==> src/hw/rtl/tcp_flow_direction_segmenter_macros.svh <==
// Assertion macros used by the flow segmenter RTL.
// No dependencies; included by tfds_ctrl, the module that carries checks.
`ifndef TCP_FLOW_DIRECTION_SEGMENTER_MACROS_SVH
`define TCP_FLOW_DIRECTION_SEGMENTER_MACROS_SVH
`ifndef SYNTH
`define TFDS_ASSERT_IMP(lbl, clk, rstn, ante, cons) \
    lbl: assert property (@(posedge clk) disable iff (!rstn) (ante) |-> (cons)) \
        else $error("tfds: same-cycle check failed");
`define TFDS_ASSERT_NXT(lbl, clk, rstn, ante, cons) \
    lbl: assert property (@(posedge clk) disable iff (!rstn) (ante) |=> (cons)) \
        else $error("tfds: next-cycle check failed");
`else
`define TFDS_ASSERT_IMP(lbl, clk, rstn, ante, cons)
`define TFDS_ASSERT_NXT(lbl, clk, rstn, ante, cons)
`endif
`endif

==> src/hw/rtl/tfds_pkg.sv <==
// Shared types and constants of the TCP flow direction segmenter.
// No dependencies.
package tfds_pkg;

    localparam int TBL_DEPTH = 16;
    localparam int SLOT_W    = 4;

    typedef enum logic [2:0] {
        EV_CREATED = 3'd0,
        EV_FULL    = 3'd1,
        EV_EMPTY   = 3'd2,
        EV_NOCONN  = 3'd3,
        EV_START   = 3'd4,
        EV_CONT    = 3'd5,
        EV_END     = 3'd6
    } t_event;

    // direction codes kept per slot
    localparam logic [1:0] DIR_NEW = 2'd0;
    localparam logic [1:0] DIR_C2S = 2'd1;
    localparam logic [1:0] DIR_S2C = 2'd2;

    typedef struct packed {
        logic        is_tcp;
        logic [63:0] src_ip_hi;
        logic [63:0] src_ip_lo;
        logic [63:0] dst_ip_hi;
        logic [63:0] dst_ip_lo;
        logic [15:0] src_port;
        logic [15:0] dst_port;
        logic        syn;
        logic        ack;
        logic        fin;
        logic        rst_req;
        logic        has_payload;
    } t_in_item;

    typedef struct packed {
        logic [2:0]        event_res;
        logic [SLOT_W-1:0] slot;
        logic              direction;
        logic              last;
    } t_out_item;

    // connection tuple stored per slot
    typedef struct packed {
        logic [63:0] cli_hi;
        logic [63:0] cli_lo;
        logic [63:0] srv_hi;
        logic [63:0] srv_lo;
        logic [15:0] cli_port;
        logic [15:0] srv_port;
    } t_tuple;

    // write request from the sequencer into the table
    typedef struct packed {
        logic              tup_we;
        logic              prev_we;
        logic [SLOT_W-1:0] addr;
        t_tuple            tuple;
        logic [1:0]        prev;
    } t_tbl_wr;

endpackage

==> src/hw/rtl/tfds_tbl.sv <==
// Connection table: tuple memory and direction memory, one read port each.
// Depends on tfds_pkg.
module tfds_tbl #(
    parameter int NUM_CONN = tfds_pkg::TBL_DEPTH
) (
    input  logic                        i_clk,
    input  logic                        i_rd_en,
    input  logic [tfds_pkg::SLOT_W-1:0] i_rd_addr,
    input  tfds_pkg::t_tbl_wr           i_wr,
    output tfds_pkg::t_tuple            o_rd_tuple,
    output logic [1:0]                  o_rd_prev
);
    import tfds_pkg::*;

    t_tuple     r_tup_mem  [NUM_CONN];
    logic [1:0] r_prev_mem [NUM_CONN];
    t_tuple     r_rd_tuple;
    logic [1:0] r_rd_prev;

    // tuple memory
    always_ff @(posedge i_clk) begin
        if (i_wr.tup_we) begin
            r_tup_mem[i_wr.addr] <= i_wr.tuple;
        end
        if (i_rd_en) begin
            r_rd_tuple <= r_tup_mem[i_rd_addr];
        end
    end

    // previous-direction memory
    always_ff @(posedge i_clk) begin
        if (i_wr.prev_we) begin
            r_prev_mem[i_wr.addr] <= i_wr.prev;
        end
        if (i_rd_en) begin
            r_rd_prev <= r_prev_mem[i_rd_addr];
        end
    end

    assign o_rd_tuple = r_rd_tuple;
    assign o_rd_prev  = r_rd_prev;

endmodule

==> config.mk <==
export PLATFORM = sky130hd
export DESIGN_NAME = tfds_tbl
export DESIGN_NICKNAME = d
export VERILOG_FILES = /design/src/hw/rtl/tcp_flow_direction_segmenter_macros.svh /design/src/hw/rtl/tfds_pkg.sv /design/src/hw/rtl/tfds_tbl.sv
export SDC_FILE = /design/constraint.sdc
export NUM_CORES = 2
export LEC_CHECK = 0
export BUFFER_PORTS_ARGS = -buffer_cell sky130_fd_sc_hd__buf_4
export CAP_MARGIN = 20
export CORE_MARGIN = 2
export CORE_UTILIZATION = 45
export CTS_CLUSTER_SIZE = 14
export DETAILED_ROUTE_END_ITERATION = 10
export SYNTH_ARGS = -nofsm -noshare
export SYNTH_HDL_FRONTEND = slang
export SYNTH_MEMORY_MAX_BITS = 65536
export SYNTH_SLANG_ARGS = --single-unit
==> constraint.sdc <==
create_clock -name i_clk -period 20.9 [get_ports i_clk]
set_clock_uncertainty 0.15 [all_clocks]
set_input_delay 4.18 -clock i_clk [delete_from_list [all_inputs] [get_ports i_clk]]
set_output_delay 4.18 -clock i_clk [all_outputs]
set_load 0.1 [all_outputs]
# --- After elaboration in Yosys (flattened, before gate mapping) ---
# Memory sizes are Yosys's and may differ from the RTL's. A register that Yosys moved wholly into a read port is not among the register bits.
# Cells that the tools add are included.
op_classes:
  add_sub_neg: 0
  n_mul: 0
  div_mod_pow: 0
  n_lt_le_gt_ge: 0
  n_eq_ne: 0
  n_shift: 0
  mux: 4
  bitwise_logic: 0
  reduce_logical: 0
ops:
  columns: ["op", "n"]
  rows:
  - ["$mux 1", 4]
totals:
  register_bits: 0
  latchBits: 0
  ramBits: 4640
  romBits: 0
  inputBits: 302
  output_inout_bits: 290
  word_cells: 6
  memories: 2
mem_list:
  columns: ["name", "depth", "word_bits", "read_ports", "rd_ports_with_merged_regs", "wr", "line", "source"]
  rows:
  - ["r_tup_mem", 16, 288, 1, 1, 1, "tfds_tbl.sv:15", "t_tuple r_tup_mem [NUM_CONN];"]
  - ["r_prev_mem", 16, 2, 1, 1, 1, "tfds_tbl.sv:16", "logic [1:0] r_prev_mem [NUM_CONN];"]

# --- Depth between registers and ports, before layout ---
depth:
  ltp_word: 2
  depth_mapped: 8

# --- Worst setup path after synthesis ---
# Ideal clock, no wire load.
synth_timing:
  path_kind: "input port to flip-flop"
  startpoint: "input i_wr[293] (netlist name)"
  endpoint: "memory r_tup_mem[0][0] (netlist name) (enable)"
  setup_ps: 943
  arrival_time_ps: 16622
  required_ps: 19807
  setup_slack_ps: 3185
  stages: 2
  path_buffers: 0
  cell_sequence: "or3b_2 > nor2_1"
synth_rtl:
  columns: ["element", "line", "source"]
  rows:
  - ["from (decl)", "tfds_tbl.sv:9", "input tfds_pkg::t_tbl_wr i_wr,"]
  - ["to (decl)", "tfds_tbl.sv:15", null]
# Straight into the memory's write port.

==> impl_metrics.tcl <==
set metrics [dict create \
    outcome "completed" \
    antenna_found_initial 98 \
    register_to_register_path_setup_slack_ns 19.02 \
    stdcell_count 14356 \
    initial_utilization_pct 45.1 \
    finalWeightedCongestion 0.756 \
    cellLeakagePower_uw 0.0665 \
    areaGrowthSynthToFinish_pct 14.6 \
    cts-resized-gates 0 \
    cts-root-buf "clkbuf_16" \
    port_buffers 591 \
    vias 84832 \
    critPathMaxStageDelay_ns 0.90 \
    yosysSeqAreaShare_pct 80.9 \
    critPathLaunchType "input pin" \
    synthCells 7636 \
    timing.critical_path.buf_inv 5 \
    finalMaxSlewViolations 0 \
    timing.critical_path.from "i_rd_addr[1]" \
    critical_path_required_ns 21.49 \
    hold_viol 0 \
    grt_overflow 0 \
    reg2reg_from "r_tup_mem[7][118]$_DFFE_PP_" \
    netlist_area_mm2 0.183 \
    drt_drc_violations_left 0 \
    worst_ir_drop_vdd_mv 0.0793 \
    async_flop_share_pct 0 \
    timing.critical_path.max_delay_family "buffers and inverters" \
    fin_ws_ns 12.41 \
    critical_path.cell_chain "buf_8 > buf_4 > buf_4 > buf_4 > buf_4 > mux4_2 > a22oi_1 > nand2_1" \
    num_rows 234 \
    final_nets 8795 \
    grt_use_total_pct 22.3 \
    netlist.top_cell.by_area "edfxtp_1" \
    timing.fmax_mhz 118 \
    post_route_cells_drive_above_1_share_pct 30.4 \
    drt.antenna.violating_nets 0 \
    finish_stage_setup_viols 0 \
    synthesis.nets 7938 \
    preCtsSetupSlack_ns 11.33 \
    fp.dieArea_mm2 0.412 \
    post_synth.cell_area_avg_um2 24.0 \
    die-height_um 642 \
    cts_made_buffers 483 \
    power_per_cell_area_mw_per_mm2 101 \
    synth.ff_latch_count 4930 \
    routed_wire_length_per_instance_um 32.5 \
    drv.max_cap_violation_count 0 \
    yosys.area.top_type_share_pct 80.9 \
    clock-sinks 4930 \
    htree_levels 5 \
    synth-main-ff-cell "edfxtp_1" \
    min-delay-start "r_tup_mem[13][227]$_DFFE_PP_" \
    crit_path_top_delay_cell "buf_4" \
    finalCritPeriodShare_pct 40.6 \
    top_level_ports 592 \
    finalWirelength_mm 466 \
    timing_worst_setup_path_type "in2reg" \
    synth_warn 0 \
    fin_util_pct 51.7 \
    synth-edff-count 4930 \
    yosys-top-cells-area "edfxtp_1 81%, mux4_2 13%, a22oi_1 1.9%" \
    dp_hpwl_mm 240 \
    core_area_mm2 0.406 \
    timing.critical_path.to_type "flop" \
    setup_tns_ns 0 \
    relSlewSlack_pct 22.5 \
    worst-slew-pin-transition_ns 1.16 \
    tritoncts_clock_tree "done" \
    die_w_um 642 \
    viasPerCell 5.91 \
    clk_pin_slew_worst_paths_ns 0.06 \
    grt_setup_unrepaired "false" \
    place_inst 13434 \
    critical_path_arrival_ns 9.08 \
    drtPass1Iterations 6 \
    grt_pass1_vias 87842 \
    first_iter_violations 8926 \
    min_path_type "reg2reg" \
    clock_period_minus_worst_slack_ns 8.49 \
    hold_buffers 0 \
    netlist-cell-type-count 27 \
    cpMostUsedCell "buf_4" \
    buffer_levels_on_the_longest_clock_path 4 \
    clkLatencyLatePin_ns 1.02 \
    cts_post_setup_buffers_inserted 0 \
    global_route_wire_length_before_repair_mm 659 \
    critical_path.max_fanout 69 \
    grt_max_degree 151 \
]
[worst paths after layout]
path / end / cells past startpoint
min reg2reg: o_rd_tuple[227]$_DFFE_PP_ / 3
min: o_rd_tuple[227]$_DFFE_PP_ / 3
max: o_rd_tuple[168]$_DFFE_PP_ / 8
max reg2reg: o_rd_tuple[118]$_DFFE_PP_ / 3
[stage by stage]
stage	area [um2]	hold slack (ns)	power, uW
6_report	210000	0.529	21100
5_1_grt	210000	0.570	21700
2_1_floorplan	183000	0.560	12300
3_5_place_dp	194000	0.580	12800
3_3_place_gp	194000	0.571	12800
4_1_cts	210000	0.539	21300
[per-layer routing]
| metal | track usage [%] | up-vias | share of wire [%] |
|---|---|---|---|
| met5 | 0 | - | 0.046 |
| met4 | 5.82 | 34 | 2.5 |
| met3 | 3.45 | 674 | 6.0 |
| met2 | 38.6 | 2967 | 52 |
| met1 | 29.5 | 46558 | 40 |
| li1 | - | 34599 | - |
[cells by family (layout without fill, tap and decap cells)]
kind of cell           after synthesis  in the layout  share of synthesized area (%)
AOI/OAI and AO/OA                  637            637                           2.62
buffers and inverters              410           1673                           1.12
other                                0             29                              0
DFF                               4930           4930                           80.9
muxes                             1305           1305                           14.5
and+or+nand+nor                    354            354                          0.889
[synth_stat cells, types with 4 or more instances]
| cell | count |
|---|---|
| o22ai_1 | 12 |
| a221o_1 | 6 |
| o21ai_0 | 34 |
| nor2b_1 | 79 |
| buf_2 | 123 |
| a221oi_1 | 17 |
| nand3b_1 | 4 |
| mux4_2 | 1059 |
| buf_1 | 33 |
| nor2_1 | 40 |
| mux2i_1 | 83 |
| nand2b_1 | 22 |
| clkbuf_1 | 165 |
| buf_6 | 8 |
| mux2_2 | 163 |
| o22a_1 | 27 |
| o221ai_1 | 72 |
| buf_4 | 81 |
| o21ai_1 | 17 |
| and2_1 | 4 |
| edfxtp_1 | 4930 |
| a22oi_1 | 452 |
| nand2_1 | 198 |
[registers in the layout, summed over array words and instances, names as in the netlist]
register    cells
o_rd_prev       2
o_rd_tuple    288
r_prev_mem     32
r_tup_mem    4608
[worst min-delay path, delay by kind of cell (launching register included)]
kind	cells	cell delay, ns
and+or+nand+nor	1	0.05
muxes	1	0.22
DFF	1	0.31
AOI/OAI and AO/OA	1	0.05
[power breakdown]
group | total (uW) | internal (uW) | switching, uW
clock | 8490 | 4820 | 3670
sequential | 11200 | 11100 | 81.7
combinational | 1370 | 421 | 945
[cell usage in the layout, fill, tap and decap left out, types with 4 or more instances in the layout]
cell type,Yosys,routed
a221o_1,6,6
a221oi_1,17,17
a22oi_1,452,452
buf_12,0,24
buf_4,81,750
buf_8,0,4
bufinv_16,0,46
clkbuf_1,165,100
clkbuf_16,0,485
clkinv_1,0,123
clkinv_16,0,8
clkinv_2,0,95
clkinvlp_4,0,12
diode_2,0,29
edfxtp_1,4930,4930
inv_6,0,10
mux2_2,163,163
mux2i_1,83,83
mux4_2,1059,1059
nand2_1,198,198
nand2b_1,22,21
nand3b_1,4,4
nor2_1,40,22
nor2_4,0,18
nor2b_1,79,74
nor2b_4,0,4
o21ai_0,34,34
o21ai_1,17,17
o221ai_1,72,72
o22a_1,27,27
o22ai_1,12,12
[layout make-up]
| cell class | instances | area (um2) |
|---|---|---|
| Timing Repair Buffer | 782 | 6270 |
| Clock inverter | 306 | 2910 |
| Fill cell | 31175 | 196000 |
| Tap cell | 5428 | 6790 |
| Multi-Input combinational cell | 2296 | 33100 |
| Antenna cell | 29 | 72.6 |
| Sequential cell | 4930 | 148000 |
| Clock buffer | 585 | 12500 |
(Power assumes the default switching activity.)
