### config.mk
export PLATFORM = sky130hd
export DESIGN_NAME = tfds_ctrl
export DESIGN_NICKNAME = d
export VERILOG_FILES = /design/src/hw/rtl/tfds_pkg.sv /design/src/hw/rtl/tfds_ctrl.sv
export VERILOG_INCLUDE_DIRS = /design/src /design/src/hw/rtl
export SDC_FILE = /design/constraint.sdc
export NUM_CORES = 1
export LEC_CHECK = 0
export BUFFER_PORTS_ARGS = -buffer_cell sky130_fd_sc_hd__buf_4
export CAP_MARGIN = 10
export CORE_AREA = 2 2 351 353
export DETAILED_ROUTE_END_ITERATION = 12
export DIE_AREA = 0 0 353 355
export GPL_TIMING_DRIVEN = 0
export PLACE_DENSITY = 0.46
export SETUP_SLACK_MARGIN = 0.15
export SLEW_MARGIN = 20
export SYNTH_ARGS = -nofsm -noshare
export SYNTH_HDL_FRONTEND = slang
export SYNTH_SLANG_ARGS = --single-unit
### constraint.sdc
create_clock -name i_clk -period 20.4 [get_ports i_clk]
set_input_delay 4.08 -clock i_clk [delete_from_list [all_inputs] [get_ports i_clk]]
set_output_delay 4.08 -clock i_clk [all_outputs]
set_load 0.01 [all_outputs]
### src/hw/rtl/tcp_flow_direction_segmenter_macros.svh
// Assertion macros used by the flow segmenter RTL.
// No dependencies; included by tfds_ctrl, the module that carries checks.
`ifndef TCP_FLOW_DIRECTION_SEGMENTER_MACROS_SVH
`define TCP_FLOW_DIRECTION_SEGMENTER_MACROS_SVH
`ifndef SYNTH
`define TFDS_ASSERT_IMP(lbl, clk, rstn, ante, cons) \
    lbl: assert property (@(posedge clk) disable iff (!rstn) (ante) |-> (cons)) \
        else $error("tfds: same-cycle check failed");
`define TFDS_ASSERT_NXT(lbl, clk, rstn, ante, cons) \
    lbl: assert property (@(posedge clk) disable iff (!rstn) (ante) |=> (cons)) \
        else $error("tfds: next-cycle check failed");
`else
`define TFDS_ASSERT_IMP(lbl, clk, rstn, ante, cons)
`define TFDS_ASSERT_NXT(lbl, clk, rstn, ante, cons)
`endif
`endif

### src/hw/rtl/tfds_pkg.sv
// Shared types and constants of the TCP flow direction segmenter.
// No dependencies.
package tfds_pkg;

    localparam int TBL_DEPTH = 16;
    localparam int SLOT_W    = 4;

    typedef enum logic [2:0] {
        EV_CREATED = 3'd0,
        EV_FULL    = 3'd1,
        EV_EMPTY   = 3'd2,
        EV_NOCONN  = 3'd3,
        EV_START   = 3'd4,
        EV_CONT    = 3'd5,
        EV_END     = 3'd6
    } t_event;

    // direction codes kept per slot
    localparam logic [1:0] DIR_NEW = 2'd0;
    localparam logic [1:0] DIR_C2S = 2'd1;
    localparam logic [1:0] DIR_S2C = 2'd2;

    typedef struct packed {
        logic        is_tcp;
        logic [63:0] src_ip_hi;
        logic [63:0] src_ip_lo;
        logic [63:0] dst_ip_hi;
        logic [63:0] dst_ip_lo;
        logic [15:0] src_port;
        logic [15:0] dst_port;
        logic        syn;
        logic        ack;
        logic        fin;
        logic        rst_req;
        logic        has_payload;
    } t_in_item;

    typedef struct packed {
        logic [2:0]        event_res;
        logic [SLOT_W-1:0] slot;
        logic              direction;
        logic              last;
    } t_out_item;

    // connection tuple stored per slot
    typedef struct packed {
        logic [63:0] cli_hi;
        logic [63:0] cli_lo;
        logic [63:0] srv_hi;
        logic [63:0] srv_lo;
        logic [15:0] cli_port;
        logic [15:0] srv_port;
    } t_tuple;

    // write request from the sequencer into the table
    typedef struct packed {
        logic              tup_we;
        logic              prev_we;
        logic [SLOT_W-1:0] addr;
        t_tuple            tuple;
        logic [1:0]        prev;
    } t_tbl_wr;

endpackage

### src/hw/rtl/tfds_ctrl.sv
// Sequencer: insert, slot walk, event generation and output register.
// Depends on tfds_pkg and the assertion macro header.
`include "tcp_flow_direction_segmenter_macros.svh"
module tfds_ctrl #(
    parameter int NUM_CONN = tfds_pkg::TBL_DEPTH
) (
    input  logic                        i_clk,
    input  logic                        i_rst_n,
    input  logic                        i_in_valid,
    input  tfds_pkg::t_in_item          i_in_item,
    output logic                        o_in_stall,
    output logic                        o_out_valid,
    output tfds_pkg::t_out_item         o_out_item,
    input  logic                        i_out_stall,
    output logic                        o_rd_en,
    output logic [tfds_pkg::SLOT_W-1:0] o_rd_addr,
    input  tfds_pkg::t_tuple            i_rd_tuple,
    input  logic [1:0]                  i_rd_prev,
    output tfds_pkg::t_tbl_wr           o_wr
);
    import tfds_pkg::*;

    typedef enum logic [6:0] {
        S_IDLE   = 7'b0000001,
        S_RD     = 7'b0000010,
        S_CMP    = 7'b0000100,
        S_ENDOLD = 7'b0001000,
        S_NEWSTR = 7'b0010000,
        S_ENDCUR = 7'b0100000,
        S_FIN    = 7'b1000000
    } t_state;

    t_state              r_state, n_state;
    t_in_item            r_item, n_item;
    logic [SLOT_W:0]     r_slot, n_slot;
    logic [NUM_CONN-1:0] r_valid, n_valid;
    logic [1:0]          r_dcode, n_dcode;
    logic [1:0]          r_prev, n_prev;
    logic                r_pend_v, n_pend_v;
    t_out_item           r_pend, n_pend;
    logic                r_out_valid, n_out_valid;
    t_out_item           r_out, n_out;

    logic              in_acc;
    logic              out_free;
    logic              free_found;
    logic [SLOT_W-1:0] free_idx;
    logic [SLOT_W-1:0] idx;
    logic              at_end;
    logic              c2s_ports;
    logic              c2s_hit;
    logic              s2c_hit;
    logic              end_flag;
    logic              dir_bit;
    logic              emit_v;
    t_out_item         emit_item;

    assign in_acc    = i_in_valid && (r_state == S_IDLE);
    assign out_free  = !r_out_valid || !i_out_stall;
    assign idx       = r_slot[SLOT_W-1:0];
    assign at_end    = (r_slot == (SLOT_W+1)'(NUM_CONN));
    assign end_flag  = r_item.fin || r_item.rst_req;
    assign dir_bit   = (r_dcode == DIR_S2C);
    assign o_rd_en   = (r_state == S_RD) && !at_end;
    assign o_rd_addr = idx;

    // lowest free slot
    always_comb begin
        free_found = 1'b0;
        free_idx   = '0;
        for (int i = NUM_CONN - 1; i >= 0; i--) begin
            if (!r_valid[i]) begin
                free_found = 1'b1;
                free_idx   = SLOT_W'(i);
            end
        end
    end

    // tuple compare against the slot just read
    assign c2s_ports = (r_item.src_port == i_rd_tuple.cli_port)
                    && (r_item.dst_port == i_rd_tuple.srv_port);
    assign c2s_hit = c2s_ports
                  && (r_item.src_ip_hi == i_rd_tuple.cli_hi)
                  && (r_item.src_ip_lo == i_rd_tuple.cli_lo)
                  && (r_item.dst_ip_hi == i_rd_tuple.srv_hi)
                  && (r_item.dst_ip_lo == i_rd_tuple.srv_lo);
    assign s2c_hit = !c2s_ports
                  && (r_item.src_port == i_rd_tuple.srv_port)
                  && (r_item.dst_port == i_rd_tuple.cli_port)
                  && (r_item.src_ip_hi == i_rd_tuple.srv_hi)
                  && (r_item.src_ip_lo == i_rd_tuple.srv_lo)
                  && (r_item.dst_ip_hi == i_rd_tuple.cli_hi)
                  && (r_item.dst_ip_lo == i_rd_tuple.cli_lo);

    // next-state logic; one event a cycle unless the output stalls, held one deep so last can be set
    always_comb begin
        n_state     = r_state;
        n_item      = r_item;
        n_slot      = r_slot;
        n_valid     = r_valid;
        n_dcode     = r_dcode;
        n_prev      = r_prev;
        n_pend_v    = r_pend_v;
        n_pend      = r_pend;
        n_out_valid = r_out_valid && i_out_stall;
        n_out       = r_out;
        emit_v      = 1'b0;
        emit_item   = '0;
        o_wr        = '0;
        o_wr.tuple  = {r_item.src_ip_hi, r_item.src_ip_lo, r_item.dst_ip_hi,
                       r_item.dst_ip_lo, r_item.src_port, r_item.dst_port};
        o_wr.addr   = idx;
        o_wr.prev   = r_dcode;

        case (r_state)
            S_IDLE: begin
                if (in_acc && i_in_item.is_tcp) begin
                    n_item = i_in_item;
                    n_slot = '0;
                    if (i_in_item.syn && !i_in_item.ack) begin
                        n_pend_v = 1'b1;
                        n_pend   = '0;
                        n_state  = S_FIN;
                        if (free_found) begin
                            n_valid[free_idx] = 1'b1;
                            o_wr.tup_we       = 1'b1;
                            o_wr.prev_we      = 1'b1;
                            o_wr.addr         = free_idx;
                            o_wr.prev         = DIR_NEW;
                            o_wr.tuple        = {i_in_item.src_ip_hi, i_in_item.src_ip_lo,
                                                 i_in_item.dst_ip_hi, i_in_item.dst_ip_lo,
                                                 i_in_item.src_port, i_in_item.dst_port};
                            n_pend.event_res  = EV_CREATED;
                            n_pend.slot       = free_idx;
                        end else begin
                            n_pend.event_res  = EV_FULL;
                        end
                    end else if (!i_in_item.fin && !i_in_item.has_payload) begin
                        n_pend_v         = 1'b1;
                        n_pend           = '0;
                        n_pend.event_res = EV_EMPTY;
                        n_state          = S_FIN;
                    end else begin
                        n_state = S_RD;
                    end
                end
            end
            S_RD: begin
                if (at_end) begin
                    n_state = S_FIN;
                end else if (r_valid[idx]) begin
                    n_state = S_CMP;
                end else begin
                    n_slot = r_slot + 1'b1;
                end
            end
            S_CMP: begin
                if (c2s_hit || s2c_hit) begin
                    n_dcode = c2s_hit ? DIR_C2S : DIR_S2C;
                    n_prev  = i_rd_prev;
                    if ((i_rd_prev != n_dcode)
                        && (i_rd_prev == DIR_C2S || i_rd_prev == DIR_S2C)) begin
                        n_state = S_ENDOLD;
                    end else begin
                        n_state = S_NEWSTR;
                    end
                end else begin
                    n_slot  = r_slot + 1'b1;
                    n_state = S_RD;
                end
            end
            S_ENDOLD: begin
                if (out_free) begin
                    emit_v              = 1'b1;
                    emit_item.event_res = EV_END;
                    emit_item.slot      = idx;
                    emit_item.direction = !dir_bit;
                    n_state             = S_NEWSTR;
                end
            end
            S_NEWSTR: begin
                if (out_free) begin
                    emit_v              = 1'b1;
                    emit_item.event_res = (r_prev == r_dcode) ? EV_CONT : EV_START;
                    emit_item.slot      = idx;
                    emit_item.direction = dir_bit;
                    o_wr.prev_we        = 1'b1;
                    if (end_flag) begin
                        n_state = S_ENDCUR;
                    end else begin
                        n_slot  = r_slot + 1'b1;
                        n_state = S_RD;
                    end
                end
            end
            S_ENDCUR: begin
                if (out_free) begin
                    emit_v              = 1'b1;
                    emit_item.event_res = EV_END;
                    emit_item.slot      = idx;
                    emit_item.direction = dir_bit;
                    n_state             = S_FIN;
                end
            end
            S_FIN: begin
                if (out_free) begin
                    n_out_valid = 1'b1;
                    if (r_pend_v) begin
                        n_out = r_pend;
                    end else begin
                        n_out           = '0;
                        n_out.event_res = EV_NOCONN;
                    end
                    n_out.last = 1'b1;
                    n_pend_v   = 1'b0;
                    n_state    = S_IDLE;
                end
            end
            default: begin
                n_state = S_IDLE;
            end
        endcase

        // push the held event out and keep the new one
        if (emit_v) begin
            if (r_pend_v) begin
                n_out_valid = 1'b1;
                n_out       = r_pend;
                n_out.last  = 1'b0;
            end
            n_pend_v = 1'b1;
            n_pend   = emit_item;
        end
    end

    // control registers
    always_ff @(posedge i_clk) begin
        if (!i_rst_n) begin
            r_state     <= S_IDLE;
            r_valid     <= '0;
            r_pend_v    <= 1'b0;
            r_out_valid <= 1'b0;
        end else begin
            r_state     <= n_state;
            r_valid     <= n_valid;
            r_pend_v    <= n_pend_v;
            r_out_valid <= n_out_valid;
        end
    end

    // payload registers
    always_ff @(posedge i_clk) begin
        r_item  <= n_item;
        r_slot  <= n_slot;
        r_dcode <= n_dcode;
        r_prev  <= n_prev;
        r_pend  <= n_pend;
        r_out   <= n_out;
    end

    assign o_in_stall  = (r_state != S_IDLE);
    assign o_out_valid = r_out_valid;
    assign o_out_item  = r_out;

    `TFDS_ASSERT_IMP(a_idle_no_pend, i_clk, i_rst_n, r_state == S_IDLE, !r_pend_v)
    `TFDS_ASSERT_IMP(a_emit_dir, i_clk, i_rst_n,
        r_state == S_NEWSTR || r_state == S_ENDOLD || r_state == S_ENDCUR,
        r_dcode == DIR_C2S || r_dcode == DIR_S2C)
    `TFDS_ASSERT_NXT(a_non_tcp_idle, i_clk, i_rst_n, in_acc && !i_in_item.is_tcp,
        r_state == S_IDLE)
    `TFDS_ASSERT_IMP(a_fin_leaves, i_clk, i_rst_n, r_state == S_FIN && out_free,
        n_state == S_IDLE && n_out_valid)

endmodule
# After elaboration in Yosys (flattened, before gate mapping)
# Index checks and enable logic that the tools add are counted.
# totals
in_bits	588
out_inout_bits	312
regBits	342
# op_classes
n_bitwise	1
add_sub_neg	1
eq_ne	39
order_cmp	3
muxes	92
reduce_logical	46
# op_table
operator	n
296-bit two-way mux	3
64-bit equality test	8
294-bit two-way mux	1
9-bit two-way mux	10
7-bit two-way mux	10
4-bit two-way mux	17
16-bit equality test	4
7-bit case mux with 7 select lines	1
5-bit two-way mux	7
1-bit two-way mux	32
8-bit two-way mux	3
8-bit case mux with 3 select lines	1
5-bit case mux with 4 select lines	1
1-bit logical AND	19
2-bit != test, second input constant	8
16-bit bitwise OR	1
4-bit by 5-bit less-than comparator with 1-bit output, second input constant	2
1-bit logical NOT	8
4-bit AND reduction	2
7-bit by 1-bit equality test with 1-bit output, second input constant	1
7-bit by 2-bit equality test with 1-bit output, second input constant	1
7-bit by 3-bit equality test with 1-bit output, second input constant	1
7-bit by 4-bit equality test with 1-bit output, second input constant	1
7-bit by 5-bit equality test with 1-bit output, second input constant	1
other kinds (28)	39

# Logic depth before layout (Yosys ltp)
# Gate-level depths: netlist of run 1.
# logic_depth
ltp_word	21
ltp_mapped	12
mapped_depth_nobuf	10

# Worst setup path after synthesis of run 1
# Ideal clock, no wire load.
# synth_timing
path_kind	input -> output
startpoint	in i_in_item[293] (netlist name)
endpoint	out o_wr[259] (netlist name)
path_slack_ns	4.534
required_ns	16.320
path_stages	8
t_arrival_ns	11.786
n_path_buf	2
path_cell_list	nand3_1 -> inv_1 -> nand3_1 -> inv_2 -> clkbuf_1 -> buf_1 -> nand2_1 -> nand2_1
# synth_lines
item	line	text
from (decl)	tfds_ctrl.sv:10	input tfds_pkg::t_in_item i_in_item,
to (decl)	tfds_ctrl.sv:19	output tfds_pkg::t_tbl_wr o_wr

==> impl_metrics.prom, run 1 <==
# TYPE chip_impl_metric gauge
chip_impl_info{name="outcome",value="finished, final reports clean"} 1
chip_impl_metric{name="clk_path_buf_depth",unit=""} 3
chip_impl_metric{name="skew",unit="ns"} 0.0248
chip_impl_info{name="clock_tree_from_tritoncts",value="built"} 1
chip_impl_info{name="synth.top_cells.by_count",value="nand2_1, edfxtp_1, xor2_1"} 1
chip_impl_metric{name="gr-total-overflow",unit=""} 0
chip_impl_metric{name="fmax_achieved",unit="MHz"} 83.9
chip_impl_metric{name="routed_via_density",unit=""} 4.46
chip_impl_metric{name="num_rows",unit=""} 128
chip_impl_metric{name="final_hold_viol_count",unit=""} 0
chip_impl_info{name="hold_path.class",value="flip-flop to flip-flop"} 1
chip_impl_info{name="synth_top_flop_cell",value="edfxtp_1"} 1
chip_impl_metric{name="routed-via-count",unit=""} 22200
chip_impl_info{name="crit-reg2reg-launch",value="r_item[14]"} 1
chip_impl_metric{name="cp.arrival",unit="ns"} 7.84
chip_impl_metric{name="drcViolationCount",unit=""} 0
chip_impl_metric{name="worstMarginPinSlew",unit="ns"} 1.20
chip_impl_metric{name="top_cell_type_s_share_of_synthesized_area",unit="%"} 43.6
chip_impl_metric{name="grt_pass1_wl",unit="mm"} 231
chip_impl_metric{name="seqCellArea",unit="um2"} 9900
chip_impl_metric{name="mappedNetlistArea",unit="um2"} 21100
chip_impl_metric{name="die_w",unit="um"} 353
chip_impl_metric{name="required_time_of_the_critical_path",unit="ns"} 16.32
chip_impl_info{name="cp-start-kind",value="input port"} 1
chip_impl_metric{name="synth_seq_cells",unit=""} 341
chip_impl_metric{name="hold-path-cell-count",unit=""} 1
chip_impl_metric{name="detailedRoute.firstPassIterationCount",unit=""} 6
chip_impl_metric{name="relative_slew_slack",unit="%"} 20.3
chip_impl_metric{name="syn_nets",unit=""} 2889
chip_impl_info{name="endpoint_kind",value="primary output"} 1
chip_impl_metric{name="route.detailed.wl_per_inst",unit="um"} 37.6
chip_impl_metric{name="die_h",unit="um"} 355
chip_impl_metric{name="post_route_clock_period_utilization",unit="%"} 58.4
chip_impl_info{name="synth.largest_area_cell",value="edfxtp_1"} 1
chip_impl_metric{name="tritoncts.num_buffers",unit=""} 49
chip_impl_metric{name="final_area",unit="um2"} 31800
chip_impl_metric{name="dieArea",unit="um2"} 125000
chip_impl_metric{name="synth-async-reset-ratio",unit="%"} 0
chip_impl_metric{name="critical_path.max_fanout",unit=""} 68
chip_impl_metric{name="place.port_buffers",unit=""} 899
chip_impl_info{name="critical_path.reg2reg.endpoint",value="r_slot[1]"} 1
chip_impl_metric{name="synth.yosys.seq_area_share",unit="%"} 46.8
chip_impl_metric{name="dp_worst_setup_slack",unit="ns"} 8.39
chip_impl_metric{name="regToRegSetupSlack",unit="ns"} 15.67
chip_impl_info{name="critPathKind",value="input port to primary output"} 1
chip_impl_metric{name="fillers",unit=""} 13400
chip_impl_metric{name="layout-drive-gt1-share",unit="%"} 30.3
chip_impl_metric{name="route.antenna.remaining_nets",unit=""} 0
chip_impl_metric{name="antenna_found_initial",unit=""} 145
chip_impl_metric{name="detailed_place_hpwl",unit="mm"} 166
chip_impl_metric{name="ctsHtreeMaxLevel",unit=""} 2
chip_impl_metric{name="floorplan.initialDensity",unit="%"} 17.4
chip_impl_metric{name="total_count_of_max_transition_violations_in_the_final_report",unit=""} 0
chip_impl_info{name="post_synth_main_area_contributors",value="edfxtp_1, nand2_1, xor2_1"} 1
chip_impl_metric{name="place_congestion",unit=""} 0.963
chip_impl_metric{name="syn2layout_area_growth",unit="%"} 50.5
chip_impl_metric{name="min_tclk_post_route",unit="ns"} 11.92
chip_impl_metric{name="routed_wirelength",unit="mm"} 187
chip_impl_metric{name="gr-usage-all-layers",unit="%"} 28.6
chip_impl_metric{name="worstRegToRegCells",unit=""} 9
chip_impl_metric{name="number_of_global_route_vias_before_repair",unit=""} 21500
chip_impl_metric{name="avgSynthCellArea",unit="um2"} 9.19
chip_impl_metric{name="post_synth_inst_count",unit=""} 2299
chip_impl_metric{name="nets_finish",unit=""} 3845
chip_impl_metric{name="cts_hold_buf",unit=""} 0
chip_impl_info{name="timing.hold.worst_endpoint",value="o_out_item[4]"} 1
chip_impl_metric{name="peakVddDrop",unit="mV"} 0.0606
chip_impl_metric{name="placement.cell_area",unit="um2"} 30100
chip_impl_metric{name="clkTransAtPathRegs",unit="ns"} 0.06
chip_impl_metric{name="synth_enable_flop_cells",unit=""} 307
chip_impl_metric{name="multiInputGateArea",unit="um2"} 10800
chip_impl_metric{name="worstSkewPairLatency",unit="ns"} 0.67
chip_impl_metric{name="post_cts.repair.setup_buffers",unit=""} 0
chip_impl_metric{name="grt_max_degree",unit=""} 94
chip_impl_metric{name="ys.warnings.count",unit=""} 0
chip_impl_metric{name="core_region_area",unit="um2"} 121000
chip_impl_metric{name="power_leakage",unit="nW"} 13.2
chip_impl_info{name="yosysMostFrequentCell",value="nand2_1"} 1
chip_impl_metric{name="maxCapViolations",unit=""} 0
chip_impl_metric{name="finalSetupViolCount",unit=""} 0
chip_impl_metric{name="sink_count",unit=""} 341
chip_impl_info{name="grt_setup_unrepaired",value="no"} 1
chip_impl_info{name="min-delay-start",value="r_pend[4]"} 1
chip_impl_metric{name="top_level_ports",unit=""} 900
chip_impl_metric{name="number_of_distinct_library_cells_after_synthesis",unit=""} 54
chip_impl_metric{name="power_density",unit="nW/um2"} 98.5
chip_impl_info{name="ctsRootBufferMaster",value="clkbuf_16"} 1
chip_impl_metric{name="initialDrtViolationCount",unit=""} 1825
chip_impl_metric{name="final.setup.worst_slack",unit="ns"} 8.48
chip_impl_metric{name="ctsResizeCount",unit=""} 0
## worst max-delay path, cell delays in order
cell	delay, ns
buf_4	0.09
nand3_1	0.26
inv_8	0.39
buf_16	0.37
nand3_1	0.28
inv_2	0.26
clkbuf_1	0.91
buf_1	0.72
nand2_1	0.11
nand2_1	0.17
buf_4	0.15
## flip-flops by register name (all words and copies together), names as in the netlist
register     flops
o_out_valid      1
o_out_item       9
r_prev           2
r_dcode          2
r_pend_v         1
r_state          7
r_pend           8
r_valid         16
r_slot           5
r_item         290
## cell usage in the layout (no fill, tap or decap), types with 4 or more instances in the layout
cell       count
buf_16         6
nand3_1       14
o21a_1         8
a31oi_1        6
nor4_1        92
xnor2_1      260
nor3_1         9
a22o_1        13
xor2_1       288
or4_1          4
diode_2       48
buf_4        903
clkbuf_2       5
nand3b_1       4
o22ai_1       10
clkbuf_16     49
nand4_1       91
o21ai_0       32
bufinv_16      4
clkinv_1      10
nor2_1        43
mux4_2         5
nor2b_1       12
inv_1         38
dfxtp_1       34
nand2_1      866
a21oi_1       17
clkbuf_1      75
edfxtp_1     307
a221oi_1       4
and2b_1        4
nand2b_1      10
clkinv_2       9
## logic make-up after synthesis
kind of cell	synth area share (%)
simple gates	23.9
xor+xnor	22.8
flops	46.8
buf+inv	2.20
compound gates	3.62
mux	0.586
fa+ha+maj	0.118
## layer usage
layer,vias up,global-route usage [%],part of all wire [%]
met5,-,0,0.56
met3,348,12.8,10
met1,10800,33.3,39
met4,156,10.0,3.7
met2,1067,46.5,46
li1,9769,-,-
## how the worst max path moves through the flow
stage,from,end,slack (ns),depth (start not counted)
6_report,i_in_item[293],o_wr[259],8.48,11
5_1_grt,i_in_item[293],o_wr[266],8.32,11
4_1_cts,i_in_item[293],o_wr[259],8.38,11
3_5_place_dp,i_in_item[293],o_wr[259],8.39,11
3_3_place_gp,i_in_item[293],o_wr[178],-3.14,10
2_1_floorplan,i_in_item[293],o_wr[259],4.53,8
## stage by stage
step	util (%)	TNS [ns]	hold WS [ns]	power, mW	instances
floorplan	-	0	0.429	1.52	2299
global placement	24.6	-751.32	0.440	2.31	4823
detailed placement	24.8	0	0.440	2.26	4829
CTS	26.1	0	0.453	3.16	4917
global route	26.1	0	0.474	3.23	4930
finish	26.2	0	0.450	3.13	4965
## cell type report
| cell class | instances | share of cell area, % |
|---|---|---|
| buffer | 78 | 1.01 |
| sequential | 341 | 31.1 |
| antenna | 48 | 0.378 |
| timing repair buffer | 905 | 21.7 |
| clock buffer | 57 | 3.95 |
| tap | 1625 | 6.39 |
| inverter | 40 | 0.496 |
| multi-input combinational | 1840 | 33.9 |
| clock inverter | 31 | 0.988 |
## power by group
part	switching [mW]	internal, mW
registers	0.203	0.917
logic	0.693	0.444
clock network	0.382	0.494
Note: power is estimated with default switching activity, not from simulation.
==> run 2, diff against run 1 <==
--- a/config.mk
+++ b/config.mk
@@ -6,13 +6,14 @@
 export SDC_FILE = /design/constraint.sdc
 export NUM_CORES = 1
 export LEC_CHECK = 0
+export ABC_AREA = 1
 export BUFFER_PORTS_ARGS = -buffer_cell sky130_fd_sc_hd__buf_4
 export CAP_MARGIN = 10
-export CORE_AREA = 2 2 351 353
+export CORE_AREA = 2 2 345 347
 export DETAILED_ROUTE_END_ITERATION = 12
-export DIE_AREA = 0 0 353 355
+export DIE_AREA = 0 0 347 349
 export GPL_TIMING_DRIVEN = 0
-export PLACE_DENSITY = 0.46
+export PLACE_DENSITY = 0.52
 export SETUP_SLACK_MARGIN = 0.15
 export SLEW_MARGIN = 20
 export SYNTH_ARGS = -nofsm -noshare
==> constraint.sdc (replaced) <==
create_clock -name i_clk -period 10.6 [get_ports i_clk]
set_input_delay 2.12 -clock i_clk [delete_from_list [all_inputs] [get_ports i_clk]]
set_output_delay 2.12 -clock i_clk [all_outputs]
set_load 0.01 [all_outputs]
==> impl_metrics.prom, run 2 <==
# TYPE chip_impl_metric gauge
chip_impl_metric{name="gr-total-overflow",unit=""} 0
chip_impl_metric{name="tritoncts.num_buffers",unit=""} 47
chip_impl_metric{name="grt_pass1_wl",unit="mm"} 176
chip_impl_metric{name="number_of_global_route_vias_before_repair",unit=""} 24400
chip_impl_metric{name="floorplan.initialDensity",unit="%"} 20.8
chip_impl_info{name="synth.top_cells.by_count",value="nand2_1, inv_1, nor2_1"} 1
chip_impl_metric{name="fillers",unit=""} 12800
chip_impl_metric{name="p_int",unit="mW"} 3.20
chip_impl_metric{name="synth.yosys.seq_area_share",unit="%"} 40.6
chip_impl_info{name="hold_path.class",value="flip-flop to flip-flop"} 1
chip_impl_info{name="ctsRootBufferMaster",value="clkbuf_16"} 1
chip_impl_metric{name="post_route_clock_period_utilization",unit="%"} 62.8
chip_impl_metric{name="p_sw_share",unit="%"} 33.1
chip_impl_metric{name="comb_power_share",unit="%"} 29.7
chip_impl_metric{name="ys.warnings.count",unit=""} 0
chip_impl_metric{name="min_tclk_post_route",unit="ns"} 6.66
chip_impl_metric{name="number_of_distinct_library_cells_after_synthesis",unit=""} 40
chip_impl_metric{name="routed_via_density",unit=""} 4.24
chip_impl_info{name="grt_setup_unrepaired",value="no"} 1
chip_impl_metric{name="synth_seq_cells",unit=""} 341
chip_impl_metric{name="grt_max_degree",unit=""} 26
chip_impl_metric{name="sequentialPowerShare",unit="%"} 36.4
chip_impl_metric{name="final_hold_viol_count",unit=""} 0
chip_impl_metric{name="worstMarginPinSlew",unit="ns"} 0.870
chip_impl_metric{name="clk_path_buf_depth",unit=""} 3
chip_impl_metric{name="finalSetupViolCount",unit=""} 0
chip_impl_metric{name="initialDrtViolationCount",unit=""} 1663
chip_impl_metric{name="gr-usage-all-layers",unit="%"} 20.2
chip_impl_metric{name="multiInputGateArea",unit="um2"} 12200
chip_impl_metric{name="stdcell_count",unit=""} 5919
chip_impl_metric{name="syn_nets",unit=""} 3966
chip_impl_metric{name="place_congestion",unit=""} 0.919
chip_impl_metric{name="mappedNetlistArea",unit="um2"} 24400
chip_impl_info{name="crit_path_cell_trace",value="buf_4, nor2_1, inv_1, nor2_1, nand2_4, inv_4, buf_6, buf_2, nand2_1, nand2_1, buf_4"} 1
chip_impl_metric{name="top_level_ports",unit=""} 900
chip_impl_metric{name="fmax_achieved",unit="MHz"} 150
chip_impl_metric{name="dieArea",unit="um2"} 121000
chip_impl_metric{name="synth-async-reset-ratio",unit="%"} 0
chip_impl_metric{name="worst_path_largest_cell_delay",unit="ns"} 0.57
chip_impl_info{name="crit-reg2reg-launch",value="r_item[98]"} 1
chip_impl_metric{name="nets_finish",unit=""} 4930
chip_impl_info{name="cp-start-kind",value="input port"} 1
chip_impl_info{name="critical_path.slowest_cell",value="buf_2"} 1
chip_impl_info{name="critical_path.reg2reg.endpoint",value="r_slot[1]"} 1
chip_impl_metric{name="routed_wirelength",unit="mm"} 127
chip_impl_info{name="synth.largest_area_cell",value="edfxtp_1"} 1
chip_impl_metric{name="detailedRoute.firstPassIterationCount",unit=""} 6
chip_impl_metric{name="placement.cell_area",unit="um2"} 33500
chip_impl_metric{name="skew",unit="ns"} 0.0187
chip_impl_metric{name="max_reg_flops",unit=""} 290
chip_impl_info{name="yosysMostFrequentCell",value="nand2_1"} 1
chip_impl_metric{name="antenna_found_initial",unit=""} 18
chip_impl_info{name="post_synth_main_area_contributors",value="edfxtp_1, nand2_1, xor2_1"} 1
chip_impl_metric{name="hold-path-cell-count",unit=""} 2
chip_impl_metric{name="maxCapViolations",unit=""} 0
chip_impl_metric{name="die_h",unit="um"} 349
chip_impl_metric{name="post_synth_inst_count",unit=""} 3376
chip_impl_metric{name="seqCellArea",unit="um2"} 9900
chip_impl_metric{name="ctsHtreeMaxLevel",unit=""} 2
chip_impl_metric{name="regToRegSetupSlack",unit="ns"} 7.56
chip_impl_metric{name="routed-via-count",unit=""} 25100
chip_impl_info{name="outcome",value="finished, final reports clean"} 1
chip_impl_metric{name="place.port_buffers",unit=""} 899
chip_impl_metric{name="route.antenna.remaining_nets",unit=""} 0
chip_impl_metric{name="sink_count",unit=""} 341
chip_impl_info{name="regMostFlops",value="r_item"} 1
chip_impl_info{name="synth_top_flop_cell",value="edfxtp_1"} 1
chip_impl_metric{name="final_area",unit="um2"} 35000
chip_impl_metric{name="ctsResizeCount",unit=""} 0
chip_impl_info{name="layout.cells.most_common_list",value="nand2_1, buf_4, inv_1"} 1
chip_impl_metric{name="clkTransAtPathRegs",unit="ns"} 0.05
chip_impl_metric{name="worstRegToRegCells",unit=""} 12
chip_impl_info{name="endpoint_kind",value="primary output"} 1
chip_impl_metric{name="post_cts.repair.setup_buffers",unit=""} 0
chip_impl_metric{name="cts_hold_buf",unit=""} 0
chip_impl_info{name="critPathKind",value="input port to primary output"} 1
chip_impl_metric{name="cp.arrival",unit="ns"} 4.54
chip_impl_metric{name="core_region_area",unit="um2"} 117000
chip_impl_info{name="timing.hold.worst_endpoint",value="o_out_item[5]"} 1
chip_impl_metric{name="num_rows",unit=""} 126
chip_impl_metric{name="relative_slew_slack",unit="%"} 41.5
chip_impl_info{name="min-delay-start",value="o_out_item[5]"} 1
chip_impl_metric{name="total_count_of_max_transition_violations_in_the_final_report",unit=""} 0
chip_impl_info{name="final_common_cell",value="nand2_1"} 1
chip_impl_metric{name="detailed_place_hpwl",unit="mm"} 107
chip_impl_metric{name="power_density",unit="nW/um2"} 137
chip_impl_info{name="clock_tree_from_tritoncts",value="built"} 1
chip_impl_metric{name="clock_power_share",unit="%"} 33.9
chip_impl_metric{name="synth_enable_flop_cells",unit=""} 307
chip_impl_metric{name="layout-drive-gt1-share",unit="%"} 27.4
chip_impl_metric{name="required_time_of_the_critical_path",unit="ns"} 8.48
chip_impl_metric{name="critical_path.max_fanout",unit=""} 10
chip_impl_metric{name="drcViolationCount",unit=""} 0
chip_impl_metric{name="power.total",unit="mW"} 4.79
chip_impl_metric{name="peakVddDrop",unit="mV"} 0.0963
chip_impl_metric{name="power_leakage",unit="nW"} 16.7
chip_impl_metric{name="syn2layout_area_growth",unit="%"} 43.4
chip_impl_metric{name="route.detailed.wl_per_inst",unit="um"} 21.5
chip_impl_metric{name="cell_total_after_placement",unit=""} 5827
chip_impl_metric{name="top_cell_type_s_share_of_synthesized_area",unit="%"} 37.8
chip_impl_metric{name="avgSynthCellArea",unit="um2"} 7.23
chip_impl_metric{name="worstSkewPairLatency",unit="ns"} 0.61
chip_impl_metric{name="die_w",unit="um"} 347
chip_impl_metric{name="total_switching_power",unit="mW"} 1.59
run 2: cell count changes after synthesis, sizes merged, moves of 53 or more:
cell / delta
nand2: +580
inv: +406
nor2: +313
o21ai: +180
xnor2: -161
nor4: -90
nand4: -68
clkbuf: -64
buf: +60
xor2: -53
run 2: metal layers:
metal / part of all wire [%] / GRT usage [%]
met1: 42 / 25.0
met2: 48 / 35.1
met3: 6.8 / 4.40
met4: 2.7 / 5.74
met5: 0.045 / 0
run 2: stage by stage:
stage	setup TNS (ns)	hold WS, ns	utilization (%)	setup slack [ns]
global placement	-992.23	0.443	28.2	-3.60
CTS	0	0.465	29.8	3.82
finish	0	0.460	29.8	3.94
floorplan	0	0.451	-	1.01
detailed placement	0	0.451	28.5	3.83
global route	0	0.491	29.8	3.77
run 2: how the worst max path moves through the flow:
stage,cells past startpoint,startpoint,slack (ns),end
finish,11,i_in_item[3],3.94,o_wr[154]
CTS,11,i_in_item[3],3.82,o_wr[279]
floorplan,8,i_in_item[293],1.01,o_wr[281]
detailed placement,11,i_in_item[3],3.83,o_wr[279]
global placement,10,i_in_item[293],-3.60,o_wr[279]
global route,11,i_in_item[3],3.77,o_wr[64]
run 2: cell type report:
cell class,count,area share (%)
clock inverters,16,0.379
well taps,1536,5.49
clock buffers,68,3.97
flip-flops and latches,341,28.3
diodes,8,0.0572
inverters,447,4.80
plain buffers,73,1.77
repair buffers,915,20.4
multi-input cells,2515,34.9
run 2: logic make-up after synthesis:
family / Yosys count / synth area share [%]
AND/OR/NAND/NOR: 1920 / 30.7
XOR/XNOR: 335 / 12.0
flip-flops: 341 / 40.6
adder cells (fa/ha/maj): 2 / 0.103
buffers and inverters: 520 / 9.42
AO/OA/AOI/OAI: 258 / 7.17
run 2: critical path: cells and delay by family:
| kind | cells | cell delay [ns] |
|---|---|---|
| and+or+nand+nor | 5 | 1.00 |
| buffers and inverters | 6 | 1.39 |
run 2: power groups by stage:
stage	Sequential (mW)	Combinational (mW)	Clock [mW]
6_report	1.74	1.42	1.62
5_1_grt	1.76	1.55	1.72
4_1_cts	1.74	1.44	1.68
3_5_place_dp	1.77	1.43	0
3_3_place_gp	1.80	1.38	0
2_1_floorplan	1.75	0.667	0
==> run 3, diff against run 2 <==
--- a/config.mk
+++ b/config.mk
@@ -13,7 +13,7 @@
 export DETAILED_ROUTE_END_ITERATION = 12
 export DIE_AREA = 0 0 347 349
 export GPL_TIMING_DRIVEN = 0
-export PLACE_DENSITY = 0.52
+export PLACE_DENSITY = 0.5
 export SETUP_SLACK_MARGIN = 0.15
 export SLEW_MARGIN = 20
 export SYNTH_ARGS = -nofsm -noshare
==> constraint.sdc (replaced) <==
create_clock -name i_clk -period 6.6 [get_ports i_clk]
set_input_delay 1.32 -clock i_clk [delete_from_list [all_inputs] [get_ports i_clk]]
set_output_delay 1.32 -clock i_clk [all_outputs]
set_load 0.01 [all_outputs]
==> impl_metrics.prom, run 3 (synthesis results as in run 2) <==
# TYPE chip_impl_metric gauge
chip_impl_metric{name="ctsHtreeMaxLevel",unit=""} 2
chip_impl_metric{name="relative_slew_slack",unit="%"} 38.4
chip_impl_metric{name="final.setup.worst_slack",unit="ns"} 1.51
chip_impl_metric{name="layout.core_utilization",unit="%"} 29.8
chip_impl_metric{name="dieArea",unit="um2"} 121000
chip_impl_info{name="cp-start-kind",value="input port"} 1
chip_impl_metric{name="route.antenna.remaining_nets",unit=""} 0
chip_impl_metric{name="max_reg_flops",unit=""} 290
chip_impl_metric{name="hold-path-cell-count",unit=""} 2
chip_impl_metric{name="worstRegToRegCells",unit=""} 13
chip_impl_metric{name="maxCapViolations",unit=""} 0
chip_impl_metric{name="layout-drive-gt1-share",unit="%"} 27.9
chip_impl_metric{name="nets_finish",unit=""} 4929
chip_impl_info{name="outcome",value="finished, final reports clean"} 1
chip_impl_metric{name="sequentialPowerShare",unit="%"} 36.5
chip_impl_metric{name="cts_hold_buf",unit=""} 0
chip_impl_metric{name="peakVddDrop",unit="mV"} 0.171
chip_impl_metric{name="fillers",unit=""} 12800
chip_impl_info{name="clock_tree_from_tritoncts",value="built"} 1
chip_impl_info{name="layout.cells.most_common_list",value="nand2_1, buf_4, inv_1"} 1
chip_impl_metric{name="power_density",unit="nW/um2"} 219
chip_impl_info{name="critical-path-top-delay-family",value="buffers and inverters"} 1
chip_impl_metric{name="totalNegativeSetupSlack",unit="ns"} 0
chip_impl_metric{name="placement.cell_area",unit="um2"} 33500
chip_impl_info{name="final_common_cell",value="nand2_1"} 1
chip_impl_metric{name="final_area",unit="um2"} 35000
chip_impl_metric{name="grt_pass1_wl",unit="mm"} 175
chip_impl_metric{name="multiInputGateArea",unit="um2"} 12300
chip_impl_metric{name="routed_via_density",unit=""} 4.19
chip_impl_info{name="critical_path.slowest_cell",value="buf_2"} 1
chip_impl_metric{name="dp_worst_setup_slack",unit="ns"} 1.42
chip_impl_metric{name="post_route_clock_period_utilization",unit="%"} 77.2
chip_impl_metric{name="worstSkewPairLatency",unit="ns"} 0.63
chip_impl_info{name="endpoint_kind",value="primary output"} 1
chip_impl_metric{name="critPathBufInv",unit=""} 6
chip_impl_metric{name="p_sw_share",unit="%"} 34.1
chip_impl_metric{name="routed_wirelength",unit="mm"} 128
chip_impl_metric{name="syn2layout_area_growth",unit="%"} 43.5
chip_impl_metric{name="holdWs",unit="ns"} 0.461
chip_impl_metric{name="top_level_ports",unit=""} 900
chip_impl_metric{name="num_rows",unit=""} 126
chip_impl_metric{name="post_cts.repair.setup_buffers",unit=""} 0
chip_impl_metric{name="grt_max_degree",unit=""} 26
chip_impl_metric{name="route.detailed.wl_per_inst",unit="um"} 21.6
chip_impl_metric{name="p_int",unit="mW"} 5.06
chip_impl_metric{name="cp.arrival",unit="ns"} 3.77
chip_impl_metric{name="die_h",unit="um"} 349
chip_impl_metric{name="power.total",unit="mW"} 7.68
chip_impl_metric{name="worst_path_largest_cell_delay",unit="ns"} 0.47
chip_impl_metric{name="min_tclk_post_route",unit="ns"} 5.09
chip_impl_metric{name="number_of_global_route_vias_before_repair",unit=""} 24200
chip_impl_metric{name="cell_total_after_placement",unit=""} 5825
chip_impl_metric{name="gr-total-overflow",unit=""} 0
chip_impl_metric{name="worstMarginPinSlew",unit="ns"} 0.917
chip_impl_metric{name="total_count_of_max_transition_violations_in_the_final_report",unit=""} 0
chip_impl_metric{name="ctsResizeCount",unit=""} 0
chip_impl_metric{name="detailedRoute.firstPassIterationCount",unit=""} 5
chip_impl_metric{name="total_switching_power",unit="mW"} 2.62
chip_impl_metric{name="tritoncts.num_buffers",unit=""} 48
chip_impl_metric{name="critical_path.max_fanout",unit=""} 10
chip_impl_metric{name="clock_power_share",unit="%"} 33.9
chip_impl_metric{name="floorplan.initialDensity",unit="%"} 20.8
chip_impl_metric{name="routed-via-count",unit=""} 24800
chip_impl_metric{name="initialDrtViolationCount",unit=""} 1633
chip_impl_metric{name="power_leakage",unit="nW"} 16.7
chip_impl_metric{name="comb_power_share",unit="%"} 29.6
chip_impl_metric{name="die_w",unit="um"} 347
chip_impl_info{name="critPathKind",value="input port to primary output"} 1
chip_impl_metric{name="stdcell_count",unit=""} 5927
chip_impl_info{name="hold_path.class",value="flip-flop to flip-flop"} 1
chip_impl_info{name="crit_path_cell_trace",value="buf_4, nor2_1, inv_1, nor2_1, nand2_4, inv_6, buf_6, buf_2, nand2_1, nand2_1, buf_4"} 1
chip_impl_metric{name="place.port_buffers",unit=""} 899
chip_impl_metric{name="drcViolationCount",unit=""} 0
chip_impl_metric{name="clkTransAtPathRegs",unit="ns"} 0.06
chip_impl_metric{name="gr-usage-all-layers",unit="%"} 20.3
chip_impl_metric{name="detailed_place_hpwl",unit="mm"} 106
chip_impl_metric{name="place_congestion",unit=""} 0.942
chip_impl_metric{name="core_region_area",unit="um2"} 117000
chip_impl_info{name="grt_setup_unrepaired",value="no"} 1
chip_impl_metric{name="sink_count",unit=""} 341
chip_impl_metric{name="skew",unit="ns"} 0.0179
chip_impl_metric{name="fmax_achieved",unit="MHz"} 196
chip_impl_metric{name="final_hold_viol_count",unit=""} 0
chip_impl_metric{name="finalSetupViolCount",unit=""} 0
chip_impl_metric{name="seqCellArea",unit="um2"} 9900
chip_impl_metric{name="required_time_of_the_critical_path",unit="ns"} 5.28
chip_impl_metric{name="clk_path_buf_depth",unit=""} 3
chip_impl_info{name="ctsRootBufferMaster",value="clkbuf_16"} 1
chip_impl_metric{name="antenna_found_initial",unit=""} 27
chip_impl_info{name="regMostFlops",value="r_item"} 1
chip_impl_metric{name="critical_path_cell_count",unit=""} 11
run 3: changes by cell type in the layout (fill, tap and decap cells not counted), moves of 5 or more:
cell / before / now
nand2_1: 1444 / 1417
inv_6: 0 / 5
nand2_2: 1 / 27
diode_2: 8 / 14
run 3: path summary, 6_finish.rpt:
check	slack (ns)	end	start
max	1.51	o_wr[90]	i_in_item[3]
max reg2reg	3.23	r_slot[1]	r_item[157]
min	0.46	o_out_item[1]	o_out_item[1]
min reg2reg	0.46	o_out_item[1]	o_out_item[1]
run 3: per-layer routing:
layer / part of all wire [%] / global-route usage (%) / vias to the layer above
met3: 7.8 / 5.02 / 170
met5: 0.11 / 0 / -
met1: 41 / 24.4 / 11400
met4: 3.3 / 7.22 / 20
li1: - / - / 12400
met2: 48 / 34.9 / 860
run 3: layout make-up:
cell class	count	share of cell area [%]
inverter	447	4.80
timing repair buffer	913	20.2
buffer	73	1.86
tap	1536	5.49
antenna	14	0.100
clock buffer	62	3.67
multi-input combinational	2515	35.1
sequential	341	28.3
clock inverter	26	0.557
run 3: power groups by stage:
| stage | sequential [mW] | combinational (mW) | clock [mW] |
|---|---|---|---|
| floorplan | 2.82 | 1.08 | 0 |
| global placement | 2.90 | 2.21 | 0 |
| detailed placement | 2.84 | 2.29 | 0 |
| CTS | 2.80 | 2.30 | 2.69 |
| global route | 2.83 | 2.47 | 2.74 |
| finish | 2.80 | 2.28 | 2.60 |
run 3: tightest hold or removal path, delay by kind of cell (launching register included):
kind               cells  cell delay (ns)
AOI/OAI and AO/OA      1             0.05
and+or+nand+nor        1             0.05
DFF                    1             0.33
